==> src/rtl/core/tps_pkg.sv <==
// Package of the trapezoid position servo: widths, reset values, codes, types.
// No dependencies; used by every other file of the block but the defines header.
`default_nettype none

package tps_pkg;

  localparam int SCALE_LOG2 = 4;
  localparam int SCALE      = 1 << SCALE_LOG2;

  localparam int ACT_W     = 3;
  localparam int POS_W     = 32;
  localparam int GAIN_W    = 10;
  localparam int DLIM_W    = 8;
  localparam int VMAX_W    = 24;
  localparam int ACC_W     = 16;
  localparam int STEP_W    = 16;
  localparam int DRV_W     = 9;
  localparam int STALL_W   = 2;
  localparam int WIDE_W    = 48;
  localparam int LIM_W     = 40;
  localparam int CFG_IDX_W = 2;
  localparam int CFG_DAT_W = 24;

  localparam int MUL_AW = 34;
  localparam int MUL_BW = 17;
  localparam int MUL_PW = MUL_AW + MUL_BW;

  localparam int DIV_NW = $clog2(2 * SCALE * ((1 << DLIM_W) - 1) + 1);

  localparam logic [GAIN_W-1:0] GAIN_RST = GAIN_W'(10);
  localparam logic [DLIM_W-1:0] DLIM_RST = DLIM_W'(255);
  localparam logic [VMAX_W-1:0] VMAX_RST = VMAX_W'(1000);
  localparam logic [ACC_W-1:0]  ACC_RST  = ACC_W'(10);
  localparam logic [LIM_W-1:0]  LIM_RST  = LIM_W'(2 * SCALE * 255 / 10);

  typedef enum logic [ACT_W-1:0] {
    ACT_TICK   = 3'd0,
    ACT_TARGET = 3'd1,
    ACT_SOFT   = 3'd2,
    ACT_ESTOP  = 3'd3,
    ACT_CLEAR  = 3'd4
  } act_e;

  typedef enum logic [CFG_IDX_W-1:0] {
    REG_GAIN = 2'd0,
    REG_DLIM = 2'd1,
    REG_VMAX = 2'd2,
    REG_ACC  = 2'd3
  } reg_e;

  typedef enum logic [STALL_W-1:0] {
    STALL_NONE = 2'd0,
    STALL_POS  = 2'd1,
    STALL_NEG  = 2'd2
  } stall_e;

  typedef enum logic [3:0] {
    ST_IDLE,
    ST_BRK1,
    ST_BRK2,
    ST_SPD,
    ST_STEP,
    ST_SETP,
    ST_ERR,
    ST_DRV,
    ST_OUT
  } state_e;

  typedef struct packed {
    logic              start;
    logic [MUL_AW-1:0] a;
    logic [MUL_BW-1:0] b;
  } mul_req_t;

  typedef struct packed {
    logic              done;
    logic [MUL_PW-1:0] prod;
  } mul_rsp_t;

endpackage

`default_nettype wire

==> src/rtl/core/tps_if.sv <==
// Channel interfaces of the trapezoid position servo: command, response, config.
// Depends on tps_pkg.
`default_nettype none

interface tps_cmd_if;
  logic                              valid;
  logic                              ready;
  logic [tps_pkg::ACT_W-1:0]         action;
  logic signed [tps_pkg::POS_W-1:0]  position;
  modport source (output valid, action, position, input ready);
  modport sink   (input valid, action, position, output ready);
endinterface

interface tps_rsp_if;
  logic                              valid;
  logic                              ready;
  logic signed [tps_pkg::DRV_W-1:0]  drive;
  logic [tps_pkg::STALL_W-1:0]       stall_res;
  logic signed [tps_pkg::STEP_W-1:0] speed_step;
  modport source (output valid, drive, stall_res, speed_step, input ready);
  modport sink   (input valid, drive, stall_res, speed_step, output ready);
endinterface

interface tps_cfg_if;
  logic                              valid;
  logic                              ready;
  logic [tps_pkg::CFG_IDX_W-1:0]     index;
  logic [tps_pkg::CFG_DAT_W-1:0]     data;
  modport source (output valid, index, data, input ready);
  modport sink   (input valid, index, data, output ready);
endinterface

`default_nettype wire

==> src/rtl/core/tps_mul.sv <==
// Bit-serial shift-and-add multiplier, one multiplier bit per cycle, LSB first.
// Depends on tps_pkg; ends early once the remaining multiplier bits are zero.
`default_nettype none

module tps_mul (
  input  logic              clk_i,
  input  logic              rst_ni,
  input  tps_pkg::mul_req_t req_i,
  output tps_pkg::mul_rsp_t rsp_o
);
  import tps_pkg::*;

  logic [MUL_PW-1:0] a_q, a_d, p_q, p_d;
  logic [MUL_BW-1:0] b_q, b_d;
  logic              busy_q, busy_d;

  always_comb begin
    a_d    = a_q;
    b_d    = b_q;
    p_d    = p_q;
    busy_d = busy_q;
    if (req_i.start) begin
      a_d    = MUL_PW'(req_i.a);
      b_d    = req_i.b;
      p_d    = '0;
      busy_d = 1'b1;
    end else if (busy_q) begin
      if (b_q == '0) begin
        busy_d = 1'b0;
      end else begin
        if (b_q[0]) begin
          p_d = p_q + a_q;
        end
        a_d = a_q << 1;
        b_d = b_q >> 1;
      end
    end
  end

  always_ff @(posedge clk_i or negedge rst_ni) begin
    if (!rst_ni) begin
      busy_q <= 1'b0;
    end else begin
      busy_q <= busy_d;
    end
  end

  always_ff @(posedge clk_i) begin
    a_q <= a_d;
    b_q <= b_d;
    p_q <= p_d;
  end

  assign rsp_o.done = busy_q && (b_q == '0);
  assign rsp_o.prod = p_q;

endmodule

`default_nettype wire

==> src/rtl/core/tps_div.sv <==
// Restoring divider, one quotient bit per cycle, for the stall limit.
// Depends on tps_pkg.
`default_nettype none

module tps_div (
  input  logic                       clk_i,
  input  logic                       rst_ni,
  input  logic                       start_i,
  input  logic [tps_pkg::DIV_NW-1:0] num_i,
  input  logic [tps_pkg::GAIN_W-1:0] den_i,
  output logic                       busy_o,
  output logic                       done_o,
  output logic [tps_pkg::DIV_NW-1:0] quo_o
);
  import tps_pkg::*;

  localparam int CNT_W = $clog2(DIV_NW + 1);

  logic [GAIN_W-1:0] rem_q, den_q;
  logic [DIV_NW-1:0] quo_q;
  logic [CNT_W-1:0]  cnt_q;
  logic              busy_q, done_q;
  logic [GAIN_W:0]   sh;
  logic              fit;

  assign sh  = {rem_q, quo_q[DIV_NW-1]};
  assign fit = sh >= {1'b0, den_q};

  always_ff @(posedge clk_i or negedge rst_ni) begin
    if (!rst_ni) begin
      busy_q <= 1'b0;
      done_q <= 1'b0;
      cnt_q  <= '0;
    end else begin
      done_q <= 1'b0;
      if (start_i) begin
        busy_q <= 1'b1;
        cnt_q  <= CNT_W'(DIV_NW);
      end else if (busy_q) begin
        cnt_q <= cnt_q - 1'b1;
        if (cnt_q == CNT_W'(1)) begin
          busy_q <= 1'b0;
          done_q <= 1'b1;
        end
      end
    end
  end

  always_ff @(posedge clk_i) begin
    if (start_i) begin
      rem_q <= '0;
      quo_q <= num_i;
      den_q <= den_i;
    end else if (busy_q) begin
      rem_q <= fit ? GAIN_W'(sh - {1'b0, den_q}) : sh[GAIN_W-1:0];
      quo_q <= {quo_q[DIV_NW-2:0], fit};
    end
  end

  assign busy_o = busy_q;
  assign done_o = done_q;
  assign quo_o  = quo_q;

endmodule

`default_nettype wire

==> src/rtl/core/trapezoid_position_servo_top.sv <==
// Trapezoid position servo: profile sequencer, serial multiplier and divider.
// Depends on tps_pkg, tps_if, tps_mul, tps_div.
//
// Usage:
//   cmd_i carries an action and a position. A tick (measured position) runs
//   the speed profile and the proportional loop and gives one response
//   transaction on rsp_o (drive, stall_res, speed_step). Set target, soft
//   stop, emergency stop and clear take effect in the cycle they are accepted
//   and give no response.
//   cfg_i writes gain, drive_limit, speed_limit, accel_step; always ready.
//   A write of gain or drive_limit recomputes the stall limit with the
//   serial divider, during which cmd_i is not ready.
//   A tick takes four serial multiplies on one shared shift-and-add unit,
//   each ending once its remaining multiplier bits are zero, plus four
//   steps (speed decision, setpoint, error, output) before the response.
//   cmd_i is ready again when the response is loaded into the output
//   register; a stalled receiver holds a new tick in its last step only.
//   Reset clears the motion state and loads the register reset values.
`default_nettype none

module trapezoid_position_servo_top (
  input  logic      clk_i,
  input  logic      rst_ni,
  tps_cmd_if.sink   cmd_i,
  tps_rsp_if.source rsp_o,
  tps_cfg_if.sink   cfg_i
);
  import tps_pkg::*;

  localparam int SL = SCALE_LOG2;
  localparam logic signed [STEP_W-1:0] STEP_MAX = {1'b0, {(STEP_W-1){1'b1}}};
  localparam logic signed [STEP_W-1:0] STEP_MIN = {1'b1, {(STEP_W-1){1'b0}}};

  state_e state_q, state_d;

  logic [GAIN_W-1:0] gain_q;
  logic [DLIM_W-1:0] dlim_q;
  logic [VMAX_W-1:0] vmax_q;
  logic [ACC_W-1:0]  acc_q;
  logic [LIM_W-1:0]  lim_q;

  logic signed [WIDE_W-1:0] ss_q, st_q;
  logic [WIDE_W-1:0]        brake_q;
  logic signed [STEP_W-1:0] step_q, s1_q;
  logic signed [POS_W-1:0]  pos_q;
  logic signed [MUL_AW-1:0] sa_q;
  logic                     chk_q, dneg_q;
  logic [STALL_W-1:0]       flag_q;
  logic signed [DRV_W-1:0]  drv_q;

  logic                     rsp_valid_q;
  logic signed [DRV_W-1:0]  rsp_drive_q;
  logic [STALL_W-1:0]       rsp_stall_q;
  logic signed [STEP_W-1:0] rsp_step_q;

  logic div_go_q, div_busy, div_done;
  logic [DIV_NW-1:0] div_quo;
  logic div_pend, cmd_acc, cfg_acc, out_free;

  mul_req_t mul_req;
  mul_rsp_t mul_rsp;

  // datapath terms
  logic signed [STEP_W:0]   step_x, s1_x;
  logic [STEP_W:0]          step_mag, s1_mag;
  logic signed [WIDE_W:0]   delta, err;
  logic [WIDE_W:0]          dabs, eabs;
  logic                     go_move, up;
  logic signed [STEP_W-1:0] s1, step_new;
  logic                     chk;
  logic [32:0]              pm, p1, kacc, pp;
  logic                     over1, over2;
  logic [1:0]               k;
  logic signed [WIDE_W-1:0] spos, ss_new, adj, qf;
  logic signed [WIDE_W-1:0] cmd_spos;
  logic signed [POS_W-1:0]  q32;
  logic signed [POS_W:0]    dd;
  logic [POS_W:0]           dd_abs;
  logic [STALL_W-1:0]       flag_new;
  logic [41:0]              hh;
  logic [DLIM_W-1:0]        mag8;
  logic signed [DRV_W-1:0]  drv_new;

  assign div_pend    = div_go_q | div_busy | div_done;
  assign cmd_i.ready = (state_q == ST_IDLE) && !div_pend;
  assign cmd_acc     = cmd_i.valid && cmd_i.ready;
  assign cfg_i.ready = 1'b1;
  assign cfg_acc     = cfg_i.valid;
  assign out_free    = !rsp_valid_q || rsp_o.ready;
  assign cmd_spos    = {{(WIDE_W-POS_W-SL){cmd_i.position[POS_W-1]}}, cmd_i.position,
                        {SL{1'b0}}};

  tps_mul u_mul (
    .clk_i  (clk_i),
    .rst_ni (rst_ni),
    .req_i  (mul_req),
    .rsp_o  (mul_rsp)
  );

  tps_div u_div (
    .clk_i   (clk_i),
    .rst_ni  (rst_ni),
    .start_i (div_go_q),
    .num_i   (DIV_NW'({dlim_q, {(SL+1){1'b0}}})),
    .den_i   (gain_q),
    .busy_o  (div_busy),
    .done_o  (div_done),
    .quo_o   (div_quo)
  );

  // speed decision
  always_comb begin
    step_x   = {step_q[STEP_W-1], step_q};
    step_mag = step_x[STEP_W] ? 17'(-step_x) : 17'(step_x);
    delta    = {st_q[WIDE_W-1], st_q} - {ss_q[WIDE_W-1], ss_q};
    dabs     = delta[WIDE_W] ? 49'(-delta) : 49'(delta);
    go_move  = dabs >= {1'b0, brake_q};
    up       = !delta[WIDE_W];
    if (go_move) begin
      if (up) begin
        s1 = (step_q == STEP_MAX) ? step_q : step_q + 16'sd1;
      end else begin
        s1 = (step_q == STEP_MIN) ? step_q : step_q - 16'sd1;
      end
    end else if (step_q > 16'sd0) begin
      s1 = step_q - 16'sd1;
    end else if (step_q < 16'sd0) begin
      s1 = step_q + 16'sd1;
    end else begin
      s1 = '0;
    end
    chk    = go_move && (up ? (s1 > 16'sd0) : (s1 < 16'sd0));
    s1_x   = {s1[STEP_W-1], s1};
    s1_mag = s1_x[STEP_W] ? 17'(-s1_x) : 17'(s1_x);
  end

  // speed cap and step product
  always_comb begin
    pp    = mul_rsp.prod[32:0];
    p1    = pp - 33'(acc_q);
    over1 = pp > 33'(vmax_q);
    over2 = p1 > 33'(vmax_q);
    k     = !chk_q ? 2'd0 : (!over1 ? 2'd0 : (over2 ? 2'd2 : 2'd1));
    case (k)
      2'd1:    kacc = 33'(acc_q);
      2'd2:    kacc = 33'({acc_q, 1'b0});
      default: kacc = '0;
    endcase
    pm       = pp - kacc;
    step_new = (s1_q > 16'sd0) ? s1_q - 16'(k) : s1_q + 16'(k);
  end

  // setpoint advance and stall clamp
  always_comb begin
    spos = {{(WIDE_W-POS_W-SL){pos_q[POS_W-1]}}, pos_q, {SL{1'b0}}};
    err  = {ss_q[WIDE_W-1], ss_q} - {spos[WIDE_W-1], spos};
    eabs = err[WIDE_W] ? 49'(-err) : 49'(err);
    if (eabs < 49'(lim_q)) begin
      ss_new   = ss_q + {{(WIDE_W-MUL_AW){sa_q[MUL_AW-1]}}, sa_q};
      flag_new = STALL_NONE;
    end else if (!err[WIDE_W]) begin
      ss_new   = spos + WIDE_W'(lim_q);
      flag_new = STALL_POS;
    end else begin
      ss_new   = spos - WIDE_W'(lim_q);
      flag_new = STALL_NEG;
    end
  end

  // setpoint to position units, error and drive
  always_comb begin
    adj = ss_q + (ss_q[WIDE_W-1] ? WIDE_W'(SCALE - 1) : '0);
    qf  = adj >>> SL;
    if (qf > 48'sh0000_7FFF_FFFF) begin
      q32 = 32'sh7FFF_FFFF;
    end else if (qf < -48'sh0000_8000_0000) begin
      q32 = 32'sh8000_0000;
    end else begin
      q32 = qf[POS_W-1:0];
    end
    dd      = {q32[POS_W-1], q32} - {pos_q[POS_W-1], pos_q};
    dd_abs  = dd[POS_W] ? 33'(-dd) : 33'(dd);
    hh      = mul_rsp.prod[42:1];
    mag8    = (hh > 42'(dlim_q)) ? dlim_q : hh[DLIM_W-1:0];
    drv_new = dneg_q ? DRV_W'(-{1'b0, mag8}) : DRV_W'({1'b0, mag8});
  end

  // next state
  always_comb begin
    state_d = state_q;
    case (state_q)
      ST_IDLE: if (cmd_acc && cmd_i.action == ACT_TICK) state_d = ST_BRK1;
      ST_BRK1: if (mul_rsp.done) state_d = ST_BRK2;
      ST_BRK2: if (mul_rsp.done) state_d = ST_SPD;
      ST_SPD:  state_d = ST_STEP;
      ST_STEP: if (mul_rsp.done) state_d = ST_SETP;
      ST_SETP: state_d = ST_ERR;
      ST_ERR:  state_d = ST_DRV;
      ST_DRV:  if (mul_rsp.done) state_d = ST_OUT;
      ST_OUT:  if (out_free) state_d = ST_IDLE;
      default: state_d = ST_IDLE;
    endcase
  end

  // multiplier requests
  always_comb begin
    mul_req = '0;
    case (state_q)
      ST_IDLE: begin
        if (cmd_acc && cmd_i.action == ACT_TICK) begin
          mul_req.start = 1'b1;
          mul_req.a     = MUL_AW'(step_mag + 17'd2);
          mul_req.b     = step_mag + 17'd1;
        end
      end
      ST_BRK1: begin
        if (mul_rsp.done) begin
          mul_req.start = 1'b1;
          mul_req.a     = mul_rsp.prod[MUL_AW-1:0];
          mul_req.b     = MUL_BW'(acc_q);
        end
      end
      ST_SPD: begin
        mul_req.start = 1'b1;
        mul_req.a     = MUL_AW'(acc_q);
        mul_req.b     = s1_mag;
      end
      ST_ERR: begin
        mul_req.start = 1'b1;
        mul_req.a     = MUL_AW'(dd_abs);
        mul_req.b     = MUL_BW'(gain_q);
      end
      default: mul_req = '0;
    endcase
  end

  always_ff @(posedge clk_i or negedge rst_ni) begin
    if (!rst_ni) begin
      state_q     <= ST_IDLE;
      gain_q      <= GAIN_RST;
      dlim_q      <= DLIM_RST;
      vmax_q      <= VMAX_RST;
      acc_q       <= ACC_RST;
      lim_q       <= LIM_RST;
      div_go_q    <= 1'b0;
      ss_q        <= '0;
      st_q        <= '0;
      step_q      <= '0;
      brake_q     <= '0;
      rsp_valid_q <= 1'b0;
    end else begin
      state_q  <= state_d;
      div_go_q <= 1'b0;
      if (cfg_acc) begin
        case (cfg_i.index)
          REG_GAIN: gain_q <= cfg_i.data[GAIN_W-1:0];
          REG_DLIM: dlim_q <= cfg_i.data[DLIM_W-1:0];
          REG_VMAX: vmax_q <= cfg_i.data[VMAX_W-1:0];
          REG_ACC:  acc_q  <= cfg_i.data[ACC_W-1:0];
          default:  ;
        endcase
        div_go_q <= (cfg_i.index == REG_GAIN) || (cfg_i.index == REG_DLIM);
      end
      if (div_done) begin
        lim_q <= (gain_q == '0) ? '1 : LIM_W'(div_quo);
      end
      if (cmd_acc) begin
        case (cmd_i.action)
          ACT_TARGET: st_q <= cmd_spos;
          ACT_SOFT:   st_q <= (step_q > 16'sd0) ? ss_q + brake_q : ss_q - brake_q;
          ACT_ESTOP: begin
            st_q   <= cmd_spos;
            step_q <= '0;
          end
          ACT_CLEAR: begin
            ss_q   <= '0;
            st_q   <= '0;
            step_q <= '0;
          end
          default: ;
        endcase
      end
      if (state_q == ST_BRK2 && mul_rsp.done) begin
        brake_q <= WIDE_W'(mul_rsp.prod[48:1]);
      end
      if (state_q == ST_STEP && mul_rsp.done) begin
        step_q <= step_new;
      end
      if (state_q == ST_SETP) begin
        ss_q <= ss_new;
      end
      if (state_q == ST_OUT && out_free) begin
        rsp_valid_q <= 1'b1;
      end else if (rsp_o.ready) begin
        rsp_valid_q <= 1'b0;
      end
    end
  end

  always_ff @(posedge clk_i) begin
    if (cmd_acc) begin
      pos_q <= cmd_i.position;
    end
    if (state_q == ST_SPD) begin
      s1_q  <= s1;
      chk_q <= chk;
    end
    if (state_q == ST_STEP && mul_rsp.done) begin
      sa_q <= s1_q[STEP_W-1] ? MUL_AW'(-{1'b0, pm}) : MUL_AW'({1'b0, pm});
    end
    if (state_q == ST_SETP) begin
      flag_q <= flag_new;
    end
    if (state_q == ST_ERR) begin
      dneg_q <= dd[POS_W];
    end
    if (state_q == ST_DRV && mul_rsp.done) begin
      drv_q <= drv_new;
    end
    if (state_q == ST_OUT && out_free) begin
      rsp_drive_q <= drv_q;
      rsp_stall_q <= flag_q;
      rsp_step_q  <= step_q;
    end
  end

  assign rsp_o.valid      = rsp_valid_q;
  assign rsp_o.drive      = rsp_drive_q;
  assign rsp_o.stall_res  = rsp_stall_q;
  assign rsp_o.speed_step = rsp_step_q;

endmodule

`default_nettype wire

==> src/flat_wrapper.sv <==
// flat-port wrapper written by rule: the top's interface ports become plain ports
module trapezoid_position_servo_top_flat import tps_pkg::*;
  (clk_i, rst_ni, cmd_i_valid, cmd_i_action, cmd_i_position, cmd_i_ready, rsp_o_valid, rsp_o_drive, rsp_o_stall_res, rsp_o_speed_step, rsp_o_ready, cfg_i_valid, cfg_i_index, cfg_i_data, cfg_i_ready);
  tps_cmd_if cmd_i_i ();
  tps_rsp_if rsp_o_i ();
  tps_cfg_if cfg_i_i ();
  input  logic clk_i;
  input  logic rst_ni;
  input wire logic [$bits(cmd_i_i.valid)-1:0] cmd_i_valid;
  input wire logic [$bits(cmd_i_i.action)-1:0] cmd_i_action;
  input wire logic [$bits(cmd_i_i.position)-1:0] cmd_i_position;
  output wire logic [$bits(cmd_i_i.ready)-1:0] cmd_i_ready;
  output wire logic [$bits(rsp_o_i.valid)-1:0] rsp_o_valid;
  output wire logic [$bits(rsp_o_i.drive)-1:0] rsp_o_drive;
  output wire logic [$bits(rsp_o_i.stall_res)-1:0] rsp_o_stall_res;
  output wire logic [$bits(rsp_o_i.speed_step)-1:0] rsp_o_speed_step;
  input wire logic [$bits(rsp_o_i.ready)-1:0] rsp_o_ready;
  input wire logic [$bits(cfg_i_i.valid)-1:0] cfg_i_valid;
  input wire logic [$bits(cfg_i_i.index)-1:0] cfg_i_index;
  input wire logic [$bits(cfg_i_i.data)-1:0] cfg_i_data;
  output wire logic [$bits(cfg_i_i.ready)-1:0] cfg_i_ready;
  assign cmd_i_i.valid = cmd_i_valid;
  assign cmd_i_i.action = cmd_i_action;
  assign cmd_i_i.position = cmd_i_position;
  assign cmd_i_ready = cmd_i_i.ready;
  assign rsp_o_valid = rsp_o_i.valid;
  assign rsp_o_drive = rsp_o_i.drive;
  assign rsp_o_stall_res = rsp_o_i.stall_res;
  assign rsp_o_speed_step = rsp_o_i.speed_step;
  assign rsp_o_i.ready = rsp_o_ready;
  assign cfg_i_i.valid = cfg_i_valid;
  assign cfg_i_i.index = cfg_i_index;
  assign cfg_i_i.data = cfg_i_data;
  assign cfg_i_ready = cfg_i_i.ready;
  trapezoid_position_servo_top u_core (.clk_i(clk_i), .rst_ni(rst_ni), .cmd_i(cmd_i_i), .rsp_o(rsp_o_i), .cfg_i(cfg_i_i));
endmodule
==> config.mk <==
export PLATFORM = sky130hd
export DESIGN_NAME = trapezoid_position_servo_top_flat
export DESIGN_NICKNAME = d
export VERILOG_FILES = /design/src/rtl/core/tps_pkg.sv /design/src/rtl/core/tps_if.sv /design/src/rtl/core/tps_mul.sv /design/src/rtl/core/tps_div.sv /design/src/rtl/core/trapezoid_position_servo_top.sv /design/src/flat_wrapper.sv
export SDC_FILE = /design/constraint.sdc
export NUM_CORES = 2
export LEC_CHECK = 0
export BUFFER_PORTS_ARGS = -buffer_cell sky130_fd_sc_hd__buf_2
export CAP_MARGIN = 10
export CORE_UTILIZATION = 59
export CTS_CLUSTER_DIAMETER = 120
export CTS_CLUSTER_SIZE = 30
export DETAILED_ROUTE_END_ITERATION = 8
export GPL_TIMING_DRIVEN = 0
export HOLD_SLACK_MARGIN = 0.05
export PLACE_DENSITY = 0.79
export SYNTH_ARGS = -nofsm -noshare
export SYNTH_HDL_FRONTEND = slang
export SYNTH_SLANG_ARGS = --single-unit
==> constraint.sdc <==
create_clock -name clk_i -period 10.2 [get_ports clk_i]
set_input_delay 2.04 -clock clk_i [delete_from_list [all_inputs] [get_ports clk_i]]
set_output_delay 2.04 -clock clk_i [all_outputs]
set_load 0.02 [all_outputs]
* Word-level counts from Yosys, hierarchy flattened
Index checks and enable logic that the tools add are counted.
** Operators by class
- Add/subtract/negate cells :: 27
- Equality and inequality tests :: 27
- Shift-type cells :: 0
- $mul :: 0
- Bitwise logic cells :: 3
- Order comparisons :: 13
- Reductions and logical operators :: 39
- Div/mod/pow operators :: 0
- Muxes and demuxes :: 68
** Operator list (count)
- 2-to-1 mux 48 bit :: 6
- case mux 52 bit (4 select lines) :: 1
- 2-to-1 mux 16 bit :: 10
- case mux 48 bit (3 select lines) :: 1
- 2-to-1 mux 52 bit :: 2
- 2-to-1 mux 34 bit :: 3
- 2-to-1 mux 49 bit :: 2
- negation 49 bit :: 2
- adder 48 bit :: 2
- 2-to-1 mux 17 bit :: 5
- > comparator 33 x 24 -> 1 bit :: 2
- 2-to-1 mux 33 bit :: 2
- 2-to-1 mux 32 bit :: 2
- adder 51 bit :: 1
- greater-or-equal comparator 49 x 48 -> 1 bit :: 1
- less-than comparator 49 x 40 -> 1 bit :: 1
- subtractor 48 x 36 -> 49 bit :: 1
- subtractor 48 x 48 -> 49 bit :: 1
- adder 48 x 4 -> 48 bit :: 1
- > comparator 16 x 1 -> 1 bit, second input constant :: 3
- subtractor 48 bit :: 1
- > comparator 44 x 32 -> 1 bit, second input constant :: 1
- less-than comparator 44 x 32 -> 1 bit, second input constant :: 1
- adder 36 x 41 -> 42 bit :: 1
- other kinds (56) :: 124
** Word-level totals
- Word-level logic and storage cells :: 213
- Memory bits (read-only) :: 0
- Bits in latches :: 0
- Bits in registers :: 545
- Output and inout port bits :: 30
- Memories :: 0
- RAM bits :: 0

* Logic depth before layout (Yosys ltp)
- Depth in word-level cells :: 11
- Mapped depth :: 50
- Gate-level depth less buffers :: 49

* Modules after synthesis
Synthesis repeated with hierarchy kept, for this count alone.
** Unflattened totals
- Cell total of the unflattened synthesis :: 6577
- Area total of the unflattened synthesis :: 54189.5 um^2
** By module, submodules not included
- trapezoid_position_servo_top :: instances 1, area each 44662.8 um^2, cells an instance 5579
- tps_mul :: instances 1, area each 7400.8 um^2, cells an instance 799
- tps_div :: instances 1, area each 2125.8 um^2, cells an instance 199

* Least setup slack after synthesis
Ideal clock, no wire load.
- Path type :: reg2reg
- From :: register u_core.acc_q[1]
- To :: register u_core.sa_q[29], data pin
- Period minus slack after synthesis :: 10534 ps
- Path slack :: -334 ps
- Data required time :: 9931 ps
- Path buffers :: 1
- Cell stages (with the launch flop) :: 48
- Data arrival time :: 10265 ps
- Path through :: dfstp_2 -> inv_1 -> ha_1 -> nor2b_1 -> o21ai_0 -> a21boi_0 -> o21ai_0 -> a21boi_0 -> o21ai_0 -> a21boi_0 -> o21ai_0 -> a21boi_0 -> o211ai_1 -> a31oi_1 -> or2_2 -> nor2_1 -> xor2_1 -> ha_1 -> [12 not listed] -> clkbuf_1 -> a22oi_1 -> ha_1 -> nor2b_1 -> o21ai_0 -> a21boi_0 -> o21ai_0 -> a21boi_0 -> o21ba_2 -> o21a_1 -> o21a_1 -> o21ai_0 -> nor3b_1 -> o221ai_1 -> a2111oi_0 -> nand4b_1 -> o31ai_1 -> xor2_1
** Between the ends
- Word-level cells in the longest chain between the ends :: 10
- Elaborated cells on any way between the ends :: 11
- Classes of those cells :: add/sub: 3; order compare: 1; eq/ne: 2; mux: 5
** RTL lines
- start, declared :: line trapezoid_position_servo_top.sv:39 : logic [ACC_W-1:0] acc_q;
- start signal, assigned :: line trapezoid_position_servo_top.sv:259 : REG_ACC: acc_q <= cfg_i.data[ACC_W-1:0];
- subtractor 33 x 16 -> 33 bit :: line trapezoid_position_servo_top.sv:140 : p1 = pp - 33'(acc_q);
- > comparator 33 x 24 -> 1 bit :: line trapezoid_position_servo_top.sv:142 : over2 = p1 > 33'(vmax_q);
- 2-to-1 mux 2 bit (3 in a row) :: line trapezoid_position_servo_top.sv:143 : k = !chk_q ? 2'd0 : (!over1 ? 2'd0 : (over2 ? 2'd2 : 2'd1));
- equality test 2 bit / equality test 2 x 1 -> 1 bit (equally long branches) :: line trapezoid_position_servo_top.sv:144 : case (k)
- case mux 17 bit (2 select lines) * :: line trapezoid_position_servo_top.sv:144
- subtractor 33 x 17 -> 33 bit * :: line trapezoid_position_servo_top.sv:149 : pm = pp - kacc;
- negation 33 -> 34 bit :: line trapezoid_position_servo_top.sv:309 : sa_q <= s1_q[STEP_W-1] ? MUL_AW'(-{1'b0, pm}) : MUL_AW'({1'b0, pm});
- 2-to-1 mux 33 bit * :: line trapezoid_position_servo_top.sv:309
- end signal, assigned :: line trapezoid_position_servo_top.sv:309
- end, declared :: line trapezoid_position_servo_top.sv:46 : logic signed [MUL_AW-1:0] sa_q;
Every way passes the cells marked *; elsewhere a longest branch is shown, timed or not.
A chain may end at the register's enable or synchronous reset.

* Final worst setup path
Same ends and word-level chain as after synthesis.

==> results.md <==
Worst setup path:
- Following the worst setup path forward leads to its endpoint at u_core.sa_q[29].
- The worst stage delay on the critical path is 550 ps.
- The slowest stage of the critical path is the sky130_fd_sc_hd__dfstp_2 cell.
- The critical path endpoint category is a flip-flop.
- In this run the critical register-to-register path is launched from u_core.acc_q[1].
- The setup check on the worst reg-to-reg path leaves a slack of 180 ps.
- The critical path data required time is 10590 ps.
- The worst setup path is launched from a flip-flop.
- Measured in cells, the most critical reg-to-reg path has a length of 50.
- The worst setup path is of the reg2reg kind.
- For the worst setup path, the data arrival time is 10410 ps.
- In this run the worst setup path begins at u_core.acc_q[1].
- The worst register-to-register path ends at u_core.sa_q[29].
- The largest fanout of any net on the critical path is 6.

Floorplan:
- In this run the core area contains 109 standard-cell rows.
- The die footprint is 0.0905 sq mm.
- The region available for standard cell placement spans 0.0884 sq mm.
- The height of the chip is 301 um.
- The number of ports placed on the die boundary is 96.
- Once the floorplan was initialized, standard cells occupied 59.6% of the core.
- Measured along the x axis, the die boundary spans 301 um.

Cells and area:
- The total number of nets in the final design is 7226.
- From synthesis to final layout, the design area changed by 6.52%.
- The final-layout fill cell count is 7799.
- The leading cell type in the layout, fill and taps excluded is sky130_fd_sc_hd__ha_1.
- The share of layout cells above drive strength 1 is 7.61%.
- After routing the design area is 0.0561 sq mm.
- For this run, the number of standard cells in the final layout without fillers is 7778.
- In the layout the commonest cells are sky130_fd_sc_hd__ha_1 (552), sky130_fd_sc_hd__nor2_1 (551), sky130_fd_sc_hd__nand2_1 (546), sky130_fd_sc_hd__a21oi_1 (492), sky130_fd_sc_hd__xnor2_1 (389).

Synth:
- When the netlist entered floorplanning its net count stood at 7076.
- The most frequently used flop master after synthesis is sky130_fd_sc_hd__dfrtp_1.
- Synthesis produced a netlist whose cell count is 6445.
- During synthesis, Yosys emitted a total of 0 warnings.
- The number of different library cells used by synthesis comes to 105.
- Of all flip-flops after synthesis, the portion carrying an async set or reset was 47.6%.
- Summing the sequential cell areas from Yosys gives 25.6% of the chip area.
- The biggest area contributor in the post-synthesis netlist is sky130_fd_sc_hd__ha_1.
- The number of enable flip-flop cells after synthesis is 191.
- Ranked by total cell area, the synthesized netlist is headed by sky130_fd_sc_hd__ha_1 (13%), sky130_fd_sc_hd__edfxtp_1 (11%), sky130_fd_sc_hd__dfrtp_1 (11%).
- The count of state elements after synthesis is 515.
- The average size of a mapped cell is 8.18 sq um.
- The area share of the largest cell type after synthesis is 13.2%.
- The post-synth design cell area is 0.0527 sq mm.

CTS:
- The clock latency at the later pin of the worst-skew pair is 650 ps.
- Counting the buffers created by CTS gives 21.
- CTS built an H-tree with a depth of 1.
- The clock transition at the registers of the reported paths is 120 ps.
- TritonCTS built the clock tree.
- The clock sink count is 515.
- The post-cts hold buffer count is 0.
- The tree is rooted in a sky130_fd_sc_hd__clkbuf_16.
- The number of buffers on the longest clock path is 3.

STA:
- The setup clock skew after layout is 53.0 ps.
- Subtracting the final worst setup slack from the clock period gives 10020 ps.
- Setup violations remaining at the end of the flow were counted as 0.
- The worst setup slack after layout is 179 ps.
- The slew at the pin with the worst max-slew slack is 1320 ps.
- The total count of max-transition violations in the final report is 0.
- Dividing the final minimum period by the clock period gives 98.2%.
- After routing, the total negative slack on setup checks comes to 0 ps.
- The number of hold violations in the final report was 0.
- The worst slew margin relative to its limit is 10.7%.
- The maximum clock frequency is 99.8 MHz.

Place:
- Once placement finished, the instance area stood at 0.0548 sq mm.
- OpenSTA, run right after detailed placement, puts the worst setup slack at -2680 ps.
- The routability-driven placement congestion ratio is 1.04.
- Once detailed placement completed, the half-perimeter wirelength came to 153000 um.
- The number of buffers added on ports is 94.
- The placed cell count is 7715.

Power and ir drop:
- Summed over all nets, the switching power comes to 10900 uW.
- Cell internal power was estimated by the tool at 9170 uW.
- Sequential cells burn 17.8% of the power.
- The leakage power is 0.0238 uW.
- The power per standard cell area is 358 mW/mm^2.
- The relative contribution of combinational cells to total power is 76.6%.
- Of the total power, the share spent switching nets is 54.4%.
- The clock share of power is 5.6%.
- The peak supply drop is 0.245 mV.

Global route:
- The wire length of the first global-routing pass is 284000 um.
- The via count of the first global-routing pass is 48500.
- The pin count of the biggest net entering global routing is 105.
- The total overflow left after global routing is 0.
- The aggregate global-route resource usage is 40.8%.
- The initial antenna violation count is 5.

Drt:
- After detailed routing, the number of remaining DRC violations is 0.
- The number of iterations in the first detailed-routing pass is 9.
- The detailed router's first-iteration violation count is 5803.
- The detailed router placed 51700 vias in this run.
- The post-route antenna net violation count is 0.
- Dividing the detail-routed via count by the number of cells gives 6.65.
- The final routed wirelength across all metal layers is 191000 um.
- In the final routed layout, each cell accounts on average for 24.6 um.

Flow run:
- The tool flagged a number of max-cap violations equal to 0.

Worst hold path:
- The min-delay analysis places its worst path in the category reg2reg.

Run status:
- The flow ran to the end, and the final reports show no timing, DRC or antenna violations.
## sequential cells by signal, indices dropped and copies added (netlist names), 10 cells and up
name	flops
u_core.u_div.den_q	10
u_core.brake_q	48
u_core.u_div.quo_o	13
u_core.u_mul.a_q	49
u_core.u_mul.p_q	49
u_core.u_div.rem_q	10
u_core.gain_q	10
u_core.st_q	48
u_core.lim_q	14
u_core.vmax_q	24
u_core.ss_q	48
u_core.s1_q	16
u_core.rsp_o.speed_step	16
u_core.pos_q	32
u_core.sa_q	34
u_core.u_mul.b_q	17
u_core.acc_q	16
u_core.step_q	16
## worst max-delay path, delay by kind of cell (launching register included)
family	cells	cell delay [ps]
compound gates	27	4820
fa+ha+maj	5	1320
xor+xnor	2	290
flops	1	550
buf+inv	4	540
simple gates	12	2210
## synth_stat cells, types with 20 or more instances
library cell	n
sky130_fd_sc_hd__a221oi_1	46
sky130_fd_sc_hd__or3_1	83
sky130_fd_sc_hd__or2_2	34
sky130_fd_sc_hd__a211oi_1	70
sky130_fd_sc_hd__and3_1	52
sky130_fd_sc_hd__a21boi_0	36
sky130_fd_sc_hd__o21bai_1	51
sky130_fd_sc_hd__nand3_1	146
sky130_fd_sc_hd__a21o_1	193
sky130_fd_sc_hd__dfrtp_1	223
sky130_fd_sc_hd__nand2_1	548
sky130_fd_sc_hd__ha_1	554
sky130_fd_sc_hd__inv_1	369
sky130_fd_sc_hd__a31oi_1	68
sky130_fd_sc_hd__edfxtp_1	191
sky130_fd_sc_hd__and2_1	31
sky130_fd_sc_hd__nor3_1	151
sky130_fd_sc_hd__buf_1	22
sky130_fd_sc_hd__nand2b_1	85
sky130_fd_sc_hd__o211ai_1	46
sky130_fd_sc_hd__mux2_2	116
sky130_fd_sc_hd__xnor2_1	389
sky130_fd_sc_hd__mux2i_1	78
sky130_fd_sc_hd__a22oi_1	34
sky130_fd_sc_hd__o31a_1	20
sky130_fd_sc_hd__or4_1	30
sky130_fd_sc_hd__o21a_1	78
sky130_fd_sc_hd__dfstp_2	22
sky130_fd_sc_hd__nor2b_1	81
sky130_fd_sc_hd__a222oi_1	28
sky130_fd_sc_hd__nor2_1	556
sky130_fd_sc_hd__o21ai_0	393
sky130_fd_sc_hd__nor4_1	58
sky130_fd_sc_hd__nand4_1	81
sky130_fd_sc_hd__a21oi_1	494
sky130_fd_sc_hd__xor2_1	175
sky130_fd_sc_hd__dfxtp_1	79
sky130_fd_sc_hd__o31ai_1	70
sky130_fd_sc_hd__o21ai_1	20
sky130_fd_sc_hd__clkbuf_1	239
## power by group through the flow
| stage | registers [uW] | clock network [uW] | logic (uW) |
|---|---|---|---|
| final | 3570 | 1130 | 15400 |
| after detailed placement | 3540 | 0 | 14500 |
| after global placement | 3530 | 0 | 14200 |
| after global routing | 3560 | 1190 | 16800 |
| after CTS | 3500 | 1140 | 14800 |
| after floorplan | 3110 | 0 | 10900 |
## kinds of logic after synthesis
family                     count (synthesis)  synth area share, %
and+or+nand+nor                         2025                 18.6
AOI/OAI and AO/OA                       1931                 24.2
buffers and inverters                    649                 4.72
adders and majority gates                565                 13.6
xor gates and xnor gates                 564                 9.37
DFF                                      515                 25.6
muxes                                    194                 3.96
other                                      2               0.0143
## layout make-up
class	count	area, sq um	area share, %
clock inverters	5	51.3	0.0914
clock buffers	33	592	1.05
repair buffers	132	867	1.54
plain buffers	274	1120	2.00
well taps	1165	1460	2.60
diodes	3	7.51	0.0134
multi-input cells	5281	37100	66.2
flip-flops and latches	515	13500	24.0
inverters	370	1390	2.48
## worst min-delay path by stage
stage                startpoint  cells after the start                        end  slack [ps]
5_1_grt         u_core.drv_q[5]                      0      u_core.rsp_o.drive[5]         430
3_5_place_dp   u_core.flag_q[1]                      0  u_core.rsp_o.stall_res[1]         410
6_report        u_core.drv_q[7]                      0      u_core.rsp_o.drive[7]         430
3_3_place_gp   u_core.flag_q[0]                      0  u_core.rsp_o.stall_res[0]         400
4_1_cts         u_core.drv_q[5]                      0      u_core.rsp_o.drive[5]         430
2_1_floorplan   u_core.drv_q[0]                      0      u_core.rsp_o.drive[0]         400
## layer usage
metal | track usage [%] | part of all wire [%]
met5 | 0 | 0.018
met2 | 64.6 | 44
met3 | 6.35 | 9.4
met4 | 27.2 | 7.7
met1 | 51.6 | 39
## per-stage QoR
stage	hold WS (ps)	util, %	total power [uW]
after floorplan	400	-	14100
after global placement	401	61.8	17700
after detailed placement	406	62.1	18000
after CTS	429	63.1	19400
after global routing	435	63.5	21500
final	428	63.5	20100
## timing repair
item,in CTS,in global routing
resized for setup,81,89
endpoints found under the setup margin,116,130
setup buffers,12,13
gates cloned,0,0
pin swaps,16,25
Power figures use the tool's default switching activity.
